==> src/sv/ccso_pkg.sv <==
// Shared types, constants and the OCV correction table of the coulomb counter.
`timescale 1ns / 1ps
package ccso_pkg;

  // Scale factor of the per-mille value.
  localparam int unsigned PERMILLE_SCALE = 1000;

  // Reciprocals for the divisions by constants: x/1000 is (x*COST_RECIP) >> COST_SHIFT
  // for x below 2^31, and x/5 is (x*FIFTH_RECIP) >> FIFTH_SHIFT for any 32-bit x.
  localparam logic [31:0] COST_RECIP  = 32'd2199023256;
  localparam int          COST_SHIFT  = 41;
  localparam logic [31:0] FIFTH_RECIP = 32'hCCCC_CCCD;
  localparam int          FIFTH_SHIFT = 34;

  // OCV voltage ladder in millivolts.
  localparam logic [15:0] MV_3400 = 16'd3400;
  localparam logic [15:0] MV_3300 = 16'd3300;
  localparam logic [15:0] MV_3200 = 16'd3200;
  localparam logic [15:0] MV_3100 = 16'd3100;
  localparam logic [15:0] MV_3000 = 16'd3000;
  localparam logic [15:0] MV_2900 = 16'd2900;

  // Field widths.
  localparam int CMD_W   = 2;
  localparam int CUR_W   = 18;
  localparam int MS_W    = 14;
  localparam int MV_W    = 16;
  localparam int CHG_W   = 32;
  localparam int ACC_W   = 40;
  localparam int SOC_W   = 10;
  localparam int THR_W   = 16;
  localparam int IN_DW   = 80;
  localparam int OUT_DW  = 48;

  // Divider geometry: dividend bits shifted in, step count.
  localparam int DIV_BITS_W = 42;
  localparam int DIV_CNT_W  = 6;

  // Step count of the per-mille division.
  localparam logic [DIV_CNT_W-1:0] STEPS_PERMILLE = 6'd10;

  typedef enum logic [CMD_W-1:0] {
    CMD_TICK = 2'd0,
    CMD_OCV  = 2'd1,
    CMD_LOAD = 2'd2,
    CMD_NOP  = 2'd3
  } cmd_e;

  // Voltage band of the lowest cell, from the top of the ladder down.
  typedef enum logic [2:0] {
    BAND_GE3400 = 3'd0,
    BAND_GE3300 = 3'd1,
    BAND_GE3200 = 3'd2,
    BAND_GE3100 = 3'd3,
    BAND_GE3000 = 3'd4,
    BAND_GE2900 = 3'd5,
    BAND_LOW    = 3'd6
  } band_e;

  // One classified item as it waits in the queue.
  typedef struct packed {
    cmd_e             cmd;
    band_e            band;
    logic [CHG_W-1:0] value;   // signed mA*ms product for a tick, charge for a load
  } q_item_t;

  // Request to the shared divider.
  typedef struct packed {
    logic                  start;
    logic [CHG_W-1:0]      init_rem;
    logic [DIV_BITS_W-1:0] bits;
    logic [DIV_CNT_W-1:0]  steps;
    logic [CHG_W-1:0]      divisor;
  } div_req_t;

  // Answer of the shared divider.
  typedef struct packed {
    logic             done;
    logic [CHG_W-1:0] quot;
  } div_rsp_t;

  // Result of the OCV table for one band and SOC.
  typedef struct packed {
    logic             hit;
    logic [SOC_W-1:0] forced;
    logic [4:0]       div;
    logic [3:0]       mul;
  } ocv_rule_t;

  // OCV band table: forced SOC and the capacity fraction mul/div for it.
  function automatic ocv_rule_t ocv_rule(band_e band, logic [SOC_W-1:0] soc);
    ocv_rule_t r;
    r = '{hit: 1'b0, forced: '0, div: 5'd1, mul: 4'd1};
    case (band)
      BAND_GE3400: begin
        if (soc < 10'd800) r = '{1'b1, 10'd800, 5'd5, 4'd4};
      end
      BAND_GE3300: begin
        if (soc < 10'd500) r = '{1'b1, 10'd500, 5'd2, 4'd1};
      end
      BAND_GE3200: begin
        if (soc < 10'd200) r = '{1'b1, 10'd200, 5'd5, 4'd1};
        else if (soc > 10'd900) r = '{1'b1, 10'd900, 5'd10, 4'd9};
      end
      BAND_GE3100: begin
        if (soc < 10'd50) r = '{1'b1, 10'd50, 5'd20, 4'd1};
        else if (soc > 10'd600) r = '{1'b1, 10'd600, 5'd10, 4'd6};
      end
      BAND_GE3000: begin
        if (soc > 10'd350) r = '{1'b1, 10'd350, 5'd20, 4'd7};
      end
      BAND_GE2900: begin
        if (soc > 10'd200) r = '{1'b1, 10'd200, 5'd5, 4'd1};
      end
      BAND_LOW: begin
        if (soc > 10'd100) r = '{1'b1, 10'd100, 5'd10, 4'd1};
      end
      default: r = '{hit: 1'b0, forced: '0, div: 5'd1, mul: 4'd1};
    endcase
    return r;
  endfunction

endpackage

==> src/sv/ccso_front.sv <==
// Front end: classifies an incoming item, forms the charge product and the voltage band.
`timescale 1ns / 1ps
module ccso_front (
  input  logic [ccso_pkg::CMD_W-1:0] cmd_i,
  input  logic [ccso_pkg::IN_DW-1:0] data_i,
  output ccso_pkg::q_item_t          item_o
);
  import ccso_pkg::*;

  logic signed [CUR_W-1:0]   cur;
  logic        [MS_W-1:0]    ms;
  logic        [MV_W-1:0]    mv;
  logic        [CHG_W-1:0]   load_value;
  logic signed [CUR_W+MS_W:0] prod;
  band_e                     band;

  // Unpack the data word, lowest field first.
  assign cur        = signed'(data_i[CUR_W-1:0]);
  assign ms         = data_i[CUR_W+MS_W-1:CUR_W];
  assign mv         = data_i[CUR_W+MS_W+MV_W-1:CUR_W+MS_W];
  assign load_value = data_i[CUR_W+MS_W+MV_W+CHG_W-1:CUR_W+MS_W+MV_W];

  // Charge moved by a tick in mA*ms; the magnitude stays below 2^31.
  assign prod = cur * signed'({1'b0, ms});

  // Place the lowest cell voltage on the OCV ladder.
  always_comb begin
    if (mv >= MV_3400)      band = BAND_GE3400;
    else if (mv >= MV_3300) band = BAND_GE3300;
    else if (mv >= MV_3200) band = BAND_GE3200;
    else if (mv >= MV_3100) band = BAND_GE3100;
    else if (mv >= MV_3000) band = BAND_GE3000;
    else if (mv >= MV_2900) band = BAND_GE2900;
    else                    band = BAND_LOW;
  end

  // Build the queue entry for the command.
  always_comb begin
    item_o.cmd  = cmd_e'(cmd_i);
    item_o.band = band;
    case (cmd_e'(cmd_i))
      CMD_TICK: item_o.value = prod[CHG_W-1:0];
      CMD_LOAD: item_o.value = load_value;
      default:  item_o.value = '0;
    endcase
  end

endmodule

==> src/sv/ccso_queue.sv <==
// Two-entry queue of classified items between the front end and the back end.
`timescale 1ns / 1ps
module ccso_queue (
  input  logic              clk_i,
  input  logic              rst_ni,
  input  logic              push_i,
  input  ccso_pkg::q_item_t push_item_i,
  output logic              full_o,
  input  logic              pop_i,
  output logic              valid_o,
  output ccso_pkg::q_item_t head_o
);
  import ccso_pkg::*;

  q_item_t    mem_q [2];
  logic       wr_ptr_q, wr_ptr_d;
  logic       rd_ptr_q, rd_ptr_d;
  logic [1:0] count_q, count_d;

  assign full_o  = (count_q == 2'd2);
  assign valid_o = (count_q != 2'd0);
  assign head_o  = mem_q[rd_ptr_q];

  // Pointer and fill level update.
  always_comb begin
    wr_ptr_d = wr_ptr_q ^ push_i;
    rd_ptr_d = rd_ptr_q ^ pop_i;
    count_d  = count_q;
    if (push_i && !pop_i)      count_d = count_q + 2'd1;
    else if (!push_i && pop_i) count_d = count_q - 2'd1;
  end

  always_ff @(posedge clk_i or negedge rst_ni) begin
    if (!rst_ni) begin
      wr_ptr_q <= 1'b0;
      rd_ptr_q <= 1'b0;
      count_q  <= 2'd0;
    end else begin
      wr_ptr_q <= wr_ptr_d;
      rd_ptr_q <= rd_ptr_d;
      count_q  <= count_d;
    end
  end

  // Entry storage needs no reset.
  always_ff @(posedge clk_i) begin
    if (push_i) begin
      mem_q[wr_ptr_q] <= push_item_i;
    end
  end

endmodule

==> src/sv/ccso_div.sv <==
// Shared restoring divider, one quotient bit per cycle.
`timescale 1ns / 1ps
module ccso_div (
  input  logic               clk_i,
  input  logic               rst_ni,
  input  ccso_pkg::div_req_t req_i,
  output ccso_pkg::div_rsp_t rsp_o
);
  import ccso_pkg::*;

  logic                  busy_q;
  logic                  done_q;
  logic [DIV_CNT_W-1:0]  cnt_q;
  logic [CHG_W-1:0]      rem_q;
  logic [DIV_BITS_W-1:0] bits_q;
  logic [CHG_W-1:0]      quot_q;
  logic [CHG_W-1:0]      div_q;
  logic [CHG_W:0]        trial;
  logic                  qbit;
  logic [CHG_W-1:0]      rem_next;

  // Shift in the next dividend bit and try to subtract the divisor.
  assign trial    = {rem_q, bits_q[DIV_BITS_W-1]} - {1'b0, div_q};
  assign qbit     = ~trial[CHG_W];
  assign rem_next = qbit ? trial[CHG_W-1:0] : {rem_q[CHG_W-2:0], bits_q[DIV_BITS_W-1]};

  assign rsp_o.done = done_q;
  assign rsp_o.quot = quot_q;

  // Step counter and completion pulse.
  always_ff @(posedge clk_i or negedge rst_ni) begin
    if (!rst_ni) begin
      busy_q <= 1'b0;
      done_q <= 1'b0;
      cnt_q  <= '0;
    end else begin
      done_q <= 1'b0;
      if (req_i.start) begin
        busy_q <= 1'b1;
        cnt_q  <= req_i.steps;
      end else if (busy_q) begin
        cnt_q <= cnt_q - DIV_CNT_W'(1);
        if (cnt_q == DIV_CNT_W'(1)) begin
          busy_q <= 1'b0;
          done_q <= 1'b1;
        end
      end
    end
  end

  // Partial remainder, dividend bits and quotient.
  always_ff @(posedge clk_i) begin
    if (req_i.start) begin
      rem_q  <= req_i.init_rem;
      bits_q <= req_i.bits;
      quot_q <= '0;
      div_q  <= req_i.divisor;
    end else if (busy_q) begin
      rem_q  <= rem_next;
      bits_q <= {bits_q[DIV_BITS_W-2:0], 1'b0};
      quot_q <= {quot_q[CHG_W-2:0], qbit};
    end
  end

endmodule

==> src/sv/ccso_back.sv <==
// Back end: executes queued items on the charge state and holds the result register.
`timescale 1ns / 1ps
module ccso_back (
  input  logic                       clk_i,
  input  logic                       rst_ni,
  input  logic [ccso_pkg::CHG_W-1:0] full_cap_i,
  input  logic [ccso_pkg::THR_W-1:0] flush_thr_i,
  input  logic                       q_valid_i,
  input  ccso_pkg::q_item_t          q_head_i,
  output logic                       q_pop_o,
  output ccso_pkg::div_req_t         div_req_o,
  input  ccso_pkg::div_rsp_t         div_rsp_i,
  output logic                       out_valid_o,
  input  logic                       out_ready_i,
  output logic [ccso_pkg::SOC_W-1:0] out_soc_o,
  output logic                       out_flag_o,
  output logic [ccso_pkg::CHG_W-1:0] out_rem_o
);
  import ccso_pkg::*;

  typedef enum logic [6:0] {
    ST_IDLE  = 7'b0000001,
    ST_FLUSH = 7'b0000010,
    ST_COST  = 7'b0000100,
    ST_CAP   = 7'b0001000,
    ST_PERM  = 7'b0010000,
    ST_PERMW = 7'b0100000,
    ST_OCVW  = 7'b1000000
  } state_e;

  state_e                  state_q, state_d;
  logic signed [ACC_W-1:0] acc_q, acc_d;
  logic [CHG_W-1:0]        rem_q, rem_d;
  logic [SOC_W-1:0]        soc_q, soc_d;
  ocv_rule_t               ocv_q, ocv_d;
  logic                    out_valid_q, out_valid_d;
  logic [SOC_W-1:0]        out_soc_q, out_soc_d;
  logic                    out_flag_q, out_flag_d;
  logic [CHG_W-1:0]        out_rem_q, out_rem_d;
  logic [2*CHG_W-1:0]      recip_q, recip_d;

  logic                    start;
  ocv_rule_t               rule;
  logic [ACC_W-1:0]        mag;
  logic                    flush;
  logic [CHG_W-1:0]        mul_a;
  logic [CHG_W-1:0]        mul_b;
  logic [CHG_W-1:0]        cost;
  logic [CHG_W-1:0]        fifth;
  logic [CHG_W-1:0]        ocv_base;
  logic [CHG_W:0]          charge_sum;
  logic [DIV_BITS_W-1:0]   scaled;
  logic [CHG_W+3:0]        ocv_rem;

  assign start = q_valid_i && !out_valid_q && (state_q == ST_IDLE);
  assign q_pop_o = start;
  assign rule  = ocv_rule(q_head_i.band, soc_q);

  // Accumulator magnitude and the flush test against the threshold.
  assign mag   = acc_q[ACC_W-1] ? ACC_W'(-acc_q) : ACC_W'(acc_q);
  assign flush = mag > {{(ACC_W-THR_W){1'b0}}, flush_thr_i};

  // One reciprocal multiplier: the accumulator magnitude (below 2^31) while the
  // flush is tested, otherwise the capacity. The product is registered.
  assign mul_a   = (state_q == ST_FLUSH) ? {1'b0, mag[30:0]} : full_cap_i;
  assign mul_b   = (state_q == ST_FLUSH) ? COST_RECIP : FIFTH_RECIP;
  assign recip_d = {{CHG_W{1'b0}}, mul_a} * {{CHG_W{1'b0}}, mul_b};
  assign cost    = CHG_W'(recip_q[2*CHG_W-1:COST_SHIFT]);
  assign fifth   = CHG_W'(recip_q[2*CHG_W-1:FIFTH_SHIFT]);

  // Capacity fraction of the OCV rule: halves by shift, tenths and twentieths from a fifth.
  always_comb begin
    case (ocv_q.div)
      5'd2:    ocv_base = {1'b0, full_cap_i[CHG_W-1:1]};
      5'd10:   ocv_base = {1'b0, fifth[CHG_W-1:1]};
      5'd20:   ocv_base = {2'b0, fifth[CHG_W-1:2]};
      default: ocv_base = fifth;
    endcase
  end

  assign charge_sum = {1'b0, rem_q} + {1'b0, cost};
  assign scaled     = {{(DIV_BITS_W-CHG_W){1'b0}}, rem_q} * DIV_BITS_W'(PERMILLE_SCALE);
  assign ocv_rem    = {4'b0, ocv_base} * {{CHG_W{1'b0}}, ocv_q.mul};

  assign out_valid_o = out_valid_q;
  assign out_soc_o   = out_soc_q;
  assign out_flag_o  = out_flag_q;
  assign out_rem_o   = out_rem_q;

  // Sequencer over the item's steps, divider requests and result capture.
  always_comb begin
    state_d     = state_q;
    acc_d       = acc_q;
    rem_d       = rem_q;
    soc_d       = soc_q;
    ocv_d       = ocv_q;
    out_valid_d = out_valid_q && !out_ready_i;
    out_soc_d   = out_soc_q;
    out_flag_d  = out_flag_q;
    out_rem_d   = out_rem_q;
    div_req_o   = '{start: 1'b0, init_rem: '0, bits: '0, steps: STEPS_PERMILLE,
                    divisor: CHG_W'(1)};

    case (state_q)
      ST_IDLE: begin
        if (start) begin
          case (q_head_i.cmd)
            CMD_TICK: begin
              if (full_cap_i == '0) begin
                out_valid_d = 1'b1;
                out_soc_d   = '0;
                out_flag_d  = 1'b0;
                out_rem_d   = rem_q;
              end else begin
                acc_d   = acc_q + ACC_W'(signed'(q_head_i.value));
                state_d = ST_FLUSH;
              end
            end
            CMD_OCV: begin
              if (rule.hit) begin
                ocv_d   = rule;
                state_d = ST_OCVW;
              end else begin
                out_valid_d = 1'b1;
                out_soc_d   = '0;
                out_flag_d  = 1'b0;
                out_rem_d   = rem_q;
              end
            end
            CMD_LOAD: begin
              rem_d   = (q_head_i.value > full_cap_i) ? full_cap_i : q_head_i.value;
              state_d = ST_PERM;
            end
            default: begin
              out_valid_d = 1'b1;
              out_soc_d   = soc_q;
              out_flag_d  = 1'b0;
              out_rem_d   = rem_q;
            end
          endcase
        end
      end

      // Apply the accumulator once it leaves the threshold band.
      ST_FLUSH: begin
        if (flush) begin
          state_d = ST_COST;
        end else begin
          state_d = ST_CAP;
        end
      end

      // Cost in mA*s is ready: discharge floors at zero, charge caps at full.
      ST_COST: begin
        if (acc_q[ACC_W-1]) begin
          rem_d = (rem_q < cost) ? '0 : rem_q - cost;
        end else begin
          rem_d = (charge_sum > {1'b0, full_cap_i}) ? full_cap_i
                                                    : charge_sum[CHG_W-1:0];
        end
        acc_d   = '0;
        state_d = ST_CAP;
      end

      ST_CAP: begin
        if (rem_q > full_cap_i) rem_d = full_cap_i;
        state_d = ST_PERM;
      end

      // Per mille: rem*1000/F, quotient known to be below 1024.
      ST_PERM: begin
        if (full_cap_i == '0) begin
          soc_d       = '0;
          out_valid_d = 1'b1;
          out_soc_d   = '0;
          out_flag_d  = 1'b0;
          out_rem_d   = rem_q;
          state_d     = ST_IDLE;
        end else begin
          div_req_o = '{start: 1'b1,
                        init_rem: scaled[DIV_BITS_W-1:DIV_BITS_W-CHG_W],
                        bits: {scaled[DIV_BITS_W-CHG_W-1:0], {CHG_W{1'b0}}},
                        steps: STEPS_PERMILLE, divisor: full_cap_i};
          state_d   = ST_PERMW;
        end
      end

      ST_PERMW: begin
        if (div_rsp_i.done) begin
          soc_d       = div_rsp_i.quot[SOC_W-1:0];
          out_valid_d = 1'b1;
          out_soc_d   = div_rsp_i.quot[SOC_W-1:0];
          out_flag_d  = 1'b0;
          out_rem_d   = rem_q;
          state_d     = ST_IDLE;
        end
      end

      // Forced remaining charge is the band edge fraction of capacity.
      ST_OCVW: begin
        rem_d       = ocv_rem[CHG_W-1:0];
        out_valid_d = 1'b1;
        out_soc_d   = ocv_q.forced;
        out_flag_d  = 1'b1;
        out_rem_d   = ocv_rem[CHG_W-1:0];
        state_d     = ST_IDLE;
      end

      default: state_d = ST_IDLE;
    endcase
  end

  always_ff @(posedge clk_i or negedge rst_ni) begin
    if (!rst_ni) begin
      state_q     <= ST_IDLE;
      acc_q       <= '0;
      rem_q       <= '0;
      soc_q       <= '0;
      out_valid_q <= 1'b0;
    end else begin
      state_q     <= state_d;
      acc_q       <= acc_d;
      rem_q       <= rem_d;
      soc_q       <= soc_d;
      out_valid_q <= out_valid_d;
    end
  end

  // Result payload, OCV rule hold and the multiplier product need no reset.
  always_ff @(posedge clk_i) begin
    ocv_q      <= ocv_d;
    out_soc_q  <= out_soc_d;
    out_flag_q <= out_flag_d;
    out_rem_q  <= out_rem_d;
    recip_q    <= recip_d;
  end

endmodule

==> src/sv/coulomb_counter_soc_ocv.sv <==
// Top level of the coulomb counter with OCV correction.
`timescale 1ns / 1ps
// Coulomb counter with open-circuit-voltage correction. Items enter on the
// s_axis side (tuser selects tick, OCV check or load) and each gives exactly one
// result on the m_axis side. A two-entry queue decouples input acceptance from
// execution; the back end starts an item only once the previous result has been
// taken, so items run one at a time. A tick runs the flush test and, on a flush, a
// registered reciprocal multiply for the mA*s cost, then the capacity clamp and
// 10 steps of the shared divider for the per-mille value, whose answer is caught
// in a state of its own; a load runs the same division. An OCV check that forces
// the charge waits for a registered reciprocal multiply for a fifth of capacity.
// Other OCV checks, a tick or load at zero capacity and unused commands answer
// without the divider. Registers must be written over APB only while the block
// is idle; the block itself does not enforce this.
module coulomb_counter_soc_ocv (
  input  logic                        clk_i,
  input  logic                        rst_ni,
  // Input items
  input  logic                        s_axis_tvalid,
  output logic                        s_axis_tready,
  // [17:0] current_ma, [31:18] elapsed_ms, [47:32] cell_min_mv, [79:48] load_value
  input  logic [ccso_pkg::IN_DW-1:0]  s_axis_tdata,
  // [1:0] command
  input  logic [ccso_pkg::CMD_W-1:0]  s_axis_tuser,
  // Result items
  output logic                        m_axis_tvalid,
  input  logic                        m_axis_tready,
  // [9:0] soc_permille, [41:10] remaining_out, [47:42] zero
  output logic [ccso_pkg::OUT_DW-1:0] m_axis_tdata,
  // [0] ocv_applied
  output logic                        m_axis_tuser,
  // Configuration
  input  logic                        psel,
  input  logic                        penable,
  input  logic                        pwrite,
  input  logic [2:0]                  paddr,
  input  logic [31:0]                 pwdata,
  output logic [31:0]                 prdata,
  output logic                        pready
);
  import ccso_pkg::*;

  logic [CHG_W-1:0] full_cap_q;
  logic [THR_W-1:0] flush_thr_q;
  logic             cfg_wr;
  q_item_t          front_item;
  q_item_t          q_head;
  logic             q_full;
  logic             q_valid;
  logic             q_pop;
  div_req_t         div_req;
  div_rsp_t         div_rsp;
  logic [SOC_W-1:0] out_soc;
  logic [CHG_W-1:0] out_rem;

  // Configuration registers: full capacity at 0, flush threshold at 4.
  assign pready = 1'b1;
  assign cfg_wr = psel && penable && pwrite && pready;
  assign prdata = paddr[2] ? {{(32-THR_W){1'b0}}, flush_thr_q} : full_cap_q;

  always_ff @(posedge clk_i or negedge rst_ni) begin
    if (!rst_ni) begin
      full_cap_q  <= '0;
      flush_thr_q <= THR_W'(1000);
    end else if (cfg_wr) begin
      if (paddr[2]) flush_thr_q <= pwdata[THR_W-1:0];
      else          full_cap_q  <= pwdata;
    end
  end

  assign s_axis_tready = !q_full;

  ccso_front u_front (
    .cmd_i  (s_axis_tuser),
    .data_i (s_axis_tdata),
    .item_o (front_item)
  );

  ccso_queue u_queue (
    .clk_i       (clk_i),
    .rst_ni      (rst_ni),
    .push_i      (s_axis_tvalid && s_axis_tready),
    .push_item_i (front_item),
    .full_o      (q_full),
    .pop_i       (q_pop),
    .valid_o     (q_valid),
    .head_o      (q_head)
  );

  ccso_div u_div (
    .clk_i  (clk_i),
    .rst_ni (rst_ni),
    .req_i  (div_req),
    .rsp_o  (div_rsp)
  );

  ccso_back u_back (
    .clk_i       (clk_i),
    .rst_ni      (rst_ni),
    .full_cap_i  (full_cap_q),
    .flush_thr_i (flush_thr_q),
    .q_valid_i   (q_valid),
    .q_head_i    (q_head),
    .q_pop_o     (q_pop),
    .div_req_o   (div_req),
    .div_rsp_i   (div_rsp),
    .out_valid_o (m_axis_tvalid),
    .out_ready_i (m_axis_tready),
    .out_soc_o   (out_soc),
    .out_flag_o  (m_axis_tuser),
    .out_rem_o   (out_rem)
  );

  assign m_axis_tdata = {{(OUT_DW-SOC_W-CHG_W){1'b0}}, out_rem, out_soc};

endmodule
==> config.mk <==
export PLATFORM = sky130hd
export DESIGN_NAME = coulomb_counter_soc_ocv
export DESIGN_NICKNAME = d
export VERILOG_FILES = /design/src/sv/ccso_pkg.sv /design/src/sv/ccso_front.sv /design/src/sv/ccso_queue.sv /design/src/sv/ccso_div.sv /design/src/sv/ccso_back.sv /design/src/sv/coulomb_counter_soc_ocv.sv
export SDC_FILE = /design/constraint.sdc
export NUM_CORES = 2
export LEC_CHECK = 0
export ABC_CLOCK_PERIOD_IN_PS = 29800
export BUFFER_PORTS_ARGS = -buffer_cell sky130_fd_sc_hd__buf_2
export CAP_MARGIN = 20
export CORE_MARGIN = 1
export CORE_UTILIZATION = 30
export CTS_CLUSTER_DIAMETER = 40
export CTS_CLUSTER_SIZE = 14
export DETAILED_ROUTE_END_ITERATION = 8
export PLACE_DENSITY_LB_ADDON = 0.05
export SYNTH_ARGS = -nofsm -noshare
export SYNTH_HDL_FRONTEND = slang
export SYNTH_SLANG_ARGS = --single-unit
export TNS_END_PERCENT = 20
==> constraint.sdc <==
create_clock -name clk_i -period 29.8 [get_ports clk_i]
set_input_delay 1.49 -clock clk_i [delete_from_list [all_inputs] [get_ports clk_i]]
set_output_delay 1.49 -clock clk_i [all_outputs]
set_load 0.01 [all_outputs]
== Word-level counts from Yosys, hierarchy flattened ==
Memories as Yosys holds them, arrays and structs flattened.
Cells that the tools add are included.

* Register bits after elaboration: 392
* Memory bits (writable): 74
* Bits of input ports: 124
* Output and inout port bits: 84
* Word-level logic and storage cells: 215
* Memories: 1

* Add/sub/neg operators: 8
* Multiply operators: 4
* Magnitude comparators: 20
* Equality and inequality tests: 33
* Mux-type cells: 87
* Bitwise gates (word level): 5
* Reduce and logical (&&, ||, !) cells: 33

{| class="wikitable"
|+ Memory list
! name !! depth !! bits a word !! rd ports !! clocked after memory_dff !! write ports !! RTL line !! RTL
|-
| u_queue.mem_q || 2 || 37 || 1 || 0 || 1 || ccso_queue.sv:15 || <nowiki>q_item_t mem_q [2];</nowiki>
|}

{| class="wikitable"
|+ Operators with widths
! operator !! number
|-
| $mux 32 || 16
|-
| $pmux 32 s4 || 2
|-
| $mux 113 || 2
|-
| $mux 20 || 9
|-
| $mux 40 || 4
|-
| $pmux 20 s7 || 1
|-
| $ge 16x12->1 const B || 6
|-
| $pmux 32 s3 || 1
|-
| $pmux 31 s3 || 1
|-
| $mux 42 || 2
|-
| $pmux 40 s2 || 1
|-
| $gt 32x32->1 || 2
|-
| $mul 32x32->64 || 1
|-
| $pmux 32 s2 || 1
|-
| $mux 10 || 5
|-
| $pmux 7 s6 || 1
|-
| $add 40x32->40 || 1
|-
| $gt 40x16->1 || 1
|-
| $neg 40->40 || 1
|-
| $pmux 10 s4 || 1
|-
| $mul 32x7->39 const B || 1
|-
| $add 32x23->33 || 1
|-
| $gt 33x32->1 || 1
|-
| $sub 33x32->33 || 1
|-
| other kinds (62) || 127
|}

== Depth between registers and ports, before layout ==
* Depth in word-level cells: 8
* Gate-level depth with buffers: 39
* Gate-level depth less buffers: 39

== Modules after synthesis ==
From an unflattened synthesis, not the netlist that was laid out.

* Cells, all modules: 7,656
* Area, all modules: 73,183.9 um^2

{| class="wikitable"
|+ Modules (own cells, without submodules)
! module !! instances !! cells an instance !! area an instance (um^2) !! seq. area each (um^2)
|-
| ccso_back || 1 || 5,516 || 50,015.5 || 4,655.7
|-
| ccso_front || 1 || 1,156 || 9,953.3 || 0.0
|-
| ccso_div || 1 || 703 || 7,935.1 || 4,023.9
|-
| ccso_queue || 1 || 132 || 2,952.8 || 2,322.2
|-
| coulomb_counter_soc_ocv || 1 || 149 || 2,327.2 || 1,208.7
|}

== Worst setup path before layout ==
No wires, ideal clock.

* Path type: reg2reg
* From: reg u_back.acc_q[15]
* To: reg u_back.recip_q[63]
* Setup time: 123 ps
* Data arrival time: 9,298 ps
* Required time: 29,677 ps
* Path slack: 20,379 ps
* Cell stages (with the launch flop): 34
* Buffers on the path: 0
* Clock period less this slack: 9,421 ps
* Path through: dfrtp_1 or4_1 or3_1 or3_1 o31ai_1 xor2_1 nor2_1 nor2_1 inv_1 ha_1 fa_1 inv_1 fa_1 fa_1 inv_1 fa_1 fa_1 fa_1 inv_1 fa_1 inv_1 ha_1 a21oi_1 o21ai_0 a31oi_1 o2111a_1 o211ai_2 a221oi_4 o21ai_2 a211oi_4 a21oi_2 a221o_1 a221oi_2 xnor2_1

* Word-level cells in the longest chain between the ends: 4

{| class="wikitable"
|+ RTL lines
! what !! RTL line !! RTL
|-
| from (decl) || ccso_back.sv:32 || <nowiki>logic signed [ACC_W-1:0] acc_q, acc_d;</nowiki>
|-
| from (signal assigned) || ccso_back.sv:216 || <nowiki>acc_q <= '0;</nowiki>
|-
| from (signal assigned) || ccso_back.sv:222 || <nowiki>acc_q <= acc_d;</nowiki>
|-
| $neg 40->40 || ccso_back.sv:60 || <nowiki>assign mag = acc_q[ACC_W-1] ? ACC_W'(-acc_q) : ACC_W'(acc_q);</nowiki>
|-
| $mux 40 (*) || ccso_back.sv:60 ||
|-
| $mux 32 (*) || ccso_back.sv:65 || <nowiki>assign mul_a = (state_q == ST_FLUSH) ? {1'b0, mag[30:0]} : full_cap_i;</nowiki>
|-
| $mul 32x32->64 (*) || ccso_back.sv:67 || <nowiki>assign recip_d = {{CHG_W{1'b0}}, mul_a} * {{CHG_W{1'b0}}, mul_b};</nowiki>
|-
| named net u_back.recip_d[63] || ccso_back.sv:40 || <nowiki>logic [2*CHG_W-1:0] recip_q, recip_d;</nowiki>
|-
| to (signal assigned) || ccso_back.sv:235 || <nowiki>recip_q <= recip_d;</nowiki>
|-
| to (decl) || ccso_back.sv:40 ||
|}

Mark *: on every way through the listed nets, which the timed path passes. The rest lies on a longest branch.
A chain may end at the register's enable or synchronous reset.

== Worst setup path after layout ==
Same ends and word-level chain as after synthesis.

==> flow_summary.json <==
{
  "status": "finished, final reports clean",
  "io_buffers": 196,
  "clock_latency_ps": 740,
  "die_w_um": 479.3,
  "floorplan.initialDensity_pct": 30.31,
  "grt_pass1_wl_um": 391100,
  "path_buf_inv": 6,
  "cpPeakStageDelay_ps": 680,
  "track_usage_pct": 23.26,
  "dr_total_vias": 52580,
  "drc": 0,
  "final_common_cell": "inv_1",
  "synth_top_cell_area_share_pct": 30.11,
  "cp-end-kind": "flip-flop",
  "rsz0062_at_grt": "no",
  "ys_warn_count": 0,
  "drt_iter0_drc": 3645,
  "detail-route-antenna-nets": 0,
  "drive_above_1_share_pct": 8.751,
  "seq_area_frac_synth_pct": 15.68,
  "final_core_util_pct": 34.15,
  "cts_tree": "yes",
  "cp_max_fo": 7,
  "required_ps": 30410,
  "cp.depth": 35,
  "post_cts_buffers": 0,
  "grt_max_degree": 79,
  "syn_avg_cell_area_um2": 9.464,
  "synth_area_leader_cell": "fa_1",
  "routabilityCongestion": 0.8981,
  "viasPerCell": 4.983,
  "crit_path_start_kind": "flip-flop",
  "wirelength_um": 265800,
  "fin_tns_setup_ps": 0,
  "grt_pass1_vias": 55550,
  "fin_worst_skew_ps": 101.7,
  "clock_path_buffers": 3,
  "arrival_ps": 12370,
  "worst_pin_slew_ps": 1204,
  "finalCritPeriodShare_pct": 39.49,
  "drv_cap": 0,
  "dp_hpwl_um": 221200,
  "globalRouteOverflowTotal": 0,
  "fmax_mhz": 84.98,
  "htree_levels": 3,
  "fin_ws_ps": 18030,
  "yosys-top-cells-area": "fa_1, ha_1, edfxtp_1",
  "rows": 174,
  "max_slew_margin_pct": 18.90,
  "numClockSinks": 395,
  "die_area_um2": 229800,
  "nets": 9491,
  "drv_slew": 0,
  "area_growth_pct": 12.67,
  "rr_worst_depth": 35,
  "synthDistinctLibCells": 91,
  "async_flop_share_pct": 37.97,
  "finalHoldViolCount": 0,
  "routedWlPerCell_um": 25.19,
  "min_period_ps": 11770,
  "hold-worst-slack_ps": 488.1,
  "cts-root-buf": "clkbuf_16",
  "post_cts_resized": 0,
  "cp_top_family": "adder cells",
  "cts_buffers": 100,
  "cts.clk_slew.worst_paths_ps": 40,
  "syn_inst": 7223,
  "die_y_um": 479.3,
  "synthesis.area_um2": 68360,
  "detailedPlace.worstSlack_ps": 17990,
  "slowest_stage": "a31oi_1",
  "hold_buffers": 0,
  "io_pins": 208,
  "hold_depth": 1,
  "synth_ff_type": "edfxtp_1",
  "timing.critical_path.mode_cell": "fa_1",
  "worstSetupPathType": "reg2reg",
  "ys_ff_latch": 395,
  "synth_edf_count": 205,
  "setup_viol": 0,
  "hp-class": "reg2reg",
  "core_area_um2": 225500,
  "first_pass_iters": 6,
  "mostFrequentLayoutCells": "inv_1, fa_1, ha_1, nand2_1, nor2_1",
  "grt_antenna_before_repair": 21
}
## cells in the mapped netlist (25+ instances only)
cell type  number
a211oi_1       40
a21o_1        137
a21oi_1       301
a221o_1        67
a222oi_1       28
a31oi_1        44
and2_1        180
and3_1         35
clkbuf_1      188
dfrtp_1       143
dfxtp_1        40
edfxtp_1      205
fa_1         1028
ha_1          872
inv_1        1371
mux2_2         85
mux2i_1        70
nand2_1       572
nand2b_1       51
nand3_1       116
nand4_1        43
nor2_1        448
nor2b_1        46
nor3_1         72
nor4_1         27
o211ai_1       25
o21a_1         36
o21ai_0       262
o21bai_1       29
or2_2          29
xnor2_1       197
xor2_1         97
## sequential cells by signal, indices dropped and copies added, names as in the netlist, 2 cells and up
name,flops
flush_thr_q,16
full_cap_q,32
u_back.acc_q,40
u_back.ocv_q,17
u_back.out_rem_o,32
u_back.out_soc_o,10
u_back.recip_q,30
u_back.rem_q,32
u_back.soc_q,10
u_back.state_q,7
u_div.bits_q,7
u_div.cnt_q,6
u_div.div_q,32
u_div.quot_q,10
u_div.rem_q,32
u_queue.count_q,2
u_queue.mem_q,74
## worst paths after layout
kind	startpoint	endpoint	slack, ps
max	u_back.acc_q[15]	u_back.recip_q[63]	18030
min	u_queue.count_q[1]	u_queue.count_q[1]	490
max reg2reg	u_back.acc_q[15]	u_back.recip_q[63]	18030
min reg2reg	u_queue.count_q[1]	u_queue.count_q[1]	490
max in group asynchronous	rst_ni	u_back.rem_q[8]	27690
min in group asynchronous	rst_ni	u_back.soc_q[8]	690
## metrics by stage
stage	cell area, um2	std cells
detailed placement	73380	10360
global route	77000	10550
floorplan	68530	7268
CTS	77000	10540
global placement	73350	10350
finish	77020	10550
## routing by layer
metal | part of all wire (%) | vias up | global-route usage, %
met5 | 0.010 | - | 0
met4 | 2.4 | 4 | 5.466
met3 | 4.1 | 268 | 2.388
met2 | 46 | 1157 | 37.98
met1 | 47 | 26850 | 32.89
li1 | - | 24300 | -
## cells by family (layout without fill, tap and decap cells)
group	Yosys count	after routing	share of synthesized area, %
AO/OA/AOI/OAI	1190	1190	11.66
XOR/XNOR	294	294	3.767
adder cells (fa/ha/maj)	1900	1900	46.07
buffers and inverters	1597	1882	8.828
flip-flops	395	395	15.68
multiplexers	155	155	2.425
other	2	54	0.01099
AND/OR/NAND/NOR	1690	1690	11.56
## cell type report
class / instances / area, um2
well taps: 2992 / 3744
repair buffers: 321 / 1927
clock inverters: 74 / 1042
fillers: 23590 / 148500
flip-flops and latches: 395 / 10720
diodes: 7 / 17.52
inverters: 1373 / 5154
clock buffers: 114 / 2575
multi-input cells: 5276 / 51840
## worst reg2reg max path, delay by kind of cell, from the launching register on
family	cells	cell delay (ps)
AND/OR/NAND/NOR	6	2450
AO/OA/AOI/OAI	12	3840
XOR/XNOR	2	330
adder cells (fa/ha/maj)	9	4230
buffers and inverters	6	340
flip-flops	1	470
Power is not shown: default switching activity piles up to over one toggle a cycle in this logic, so the estimate is an artifact.
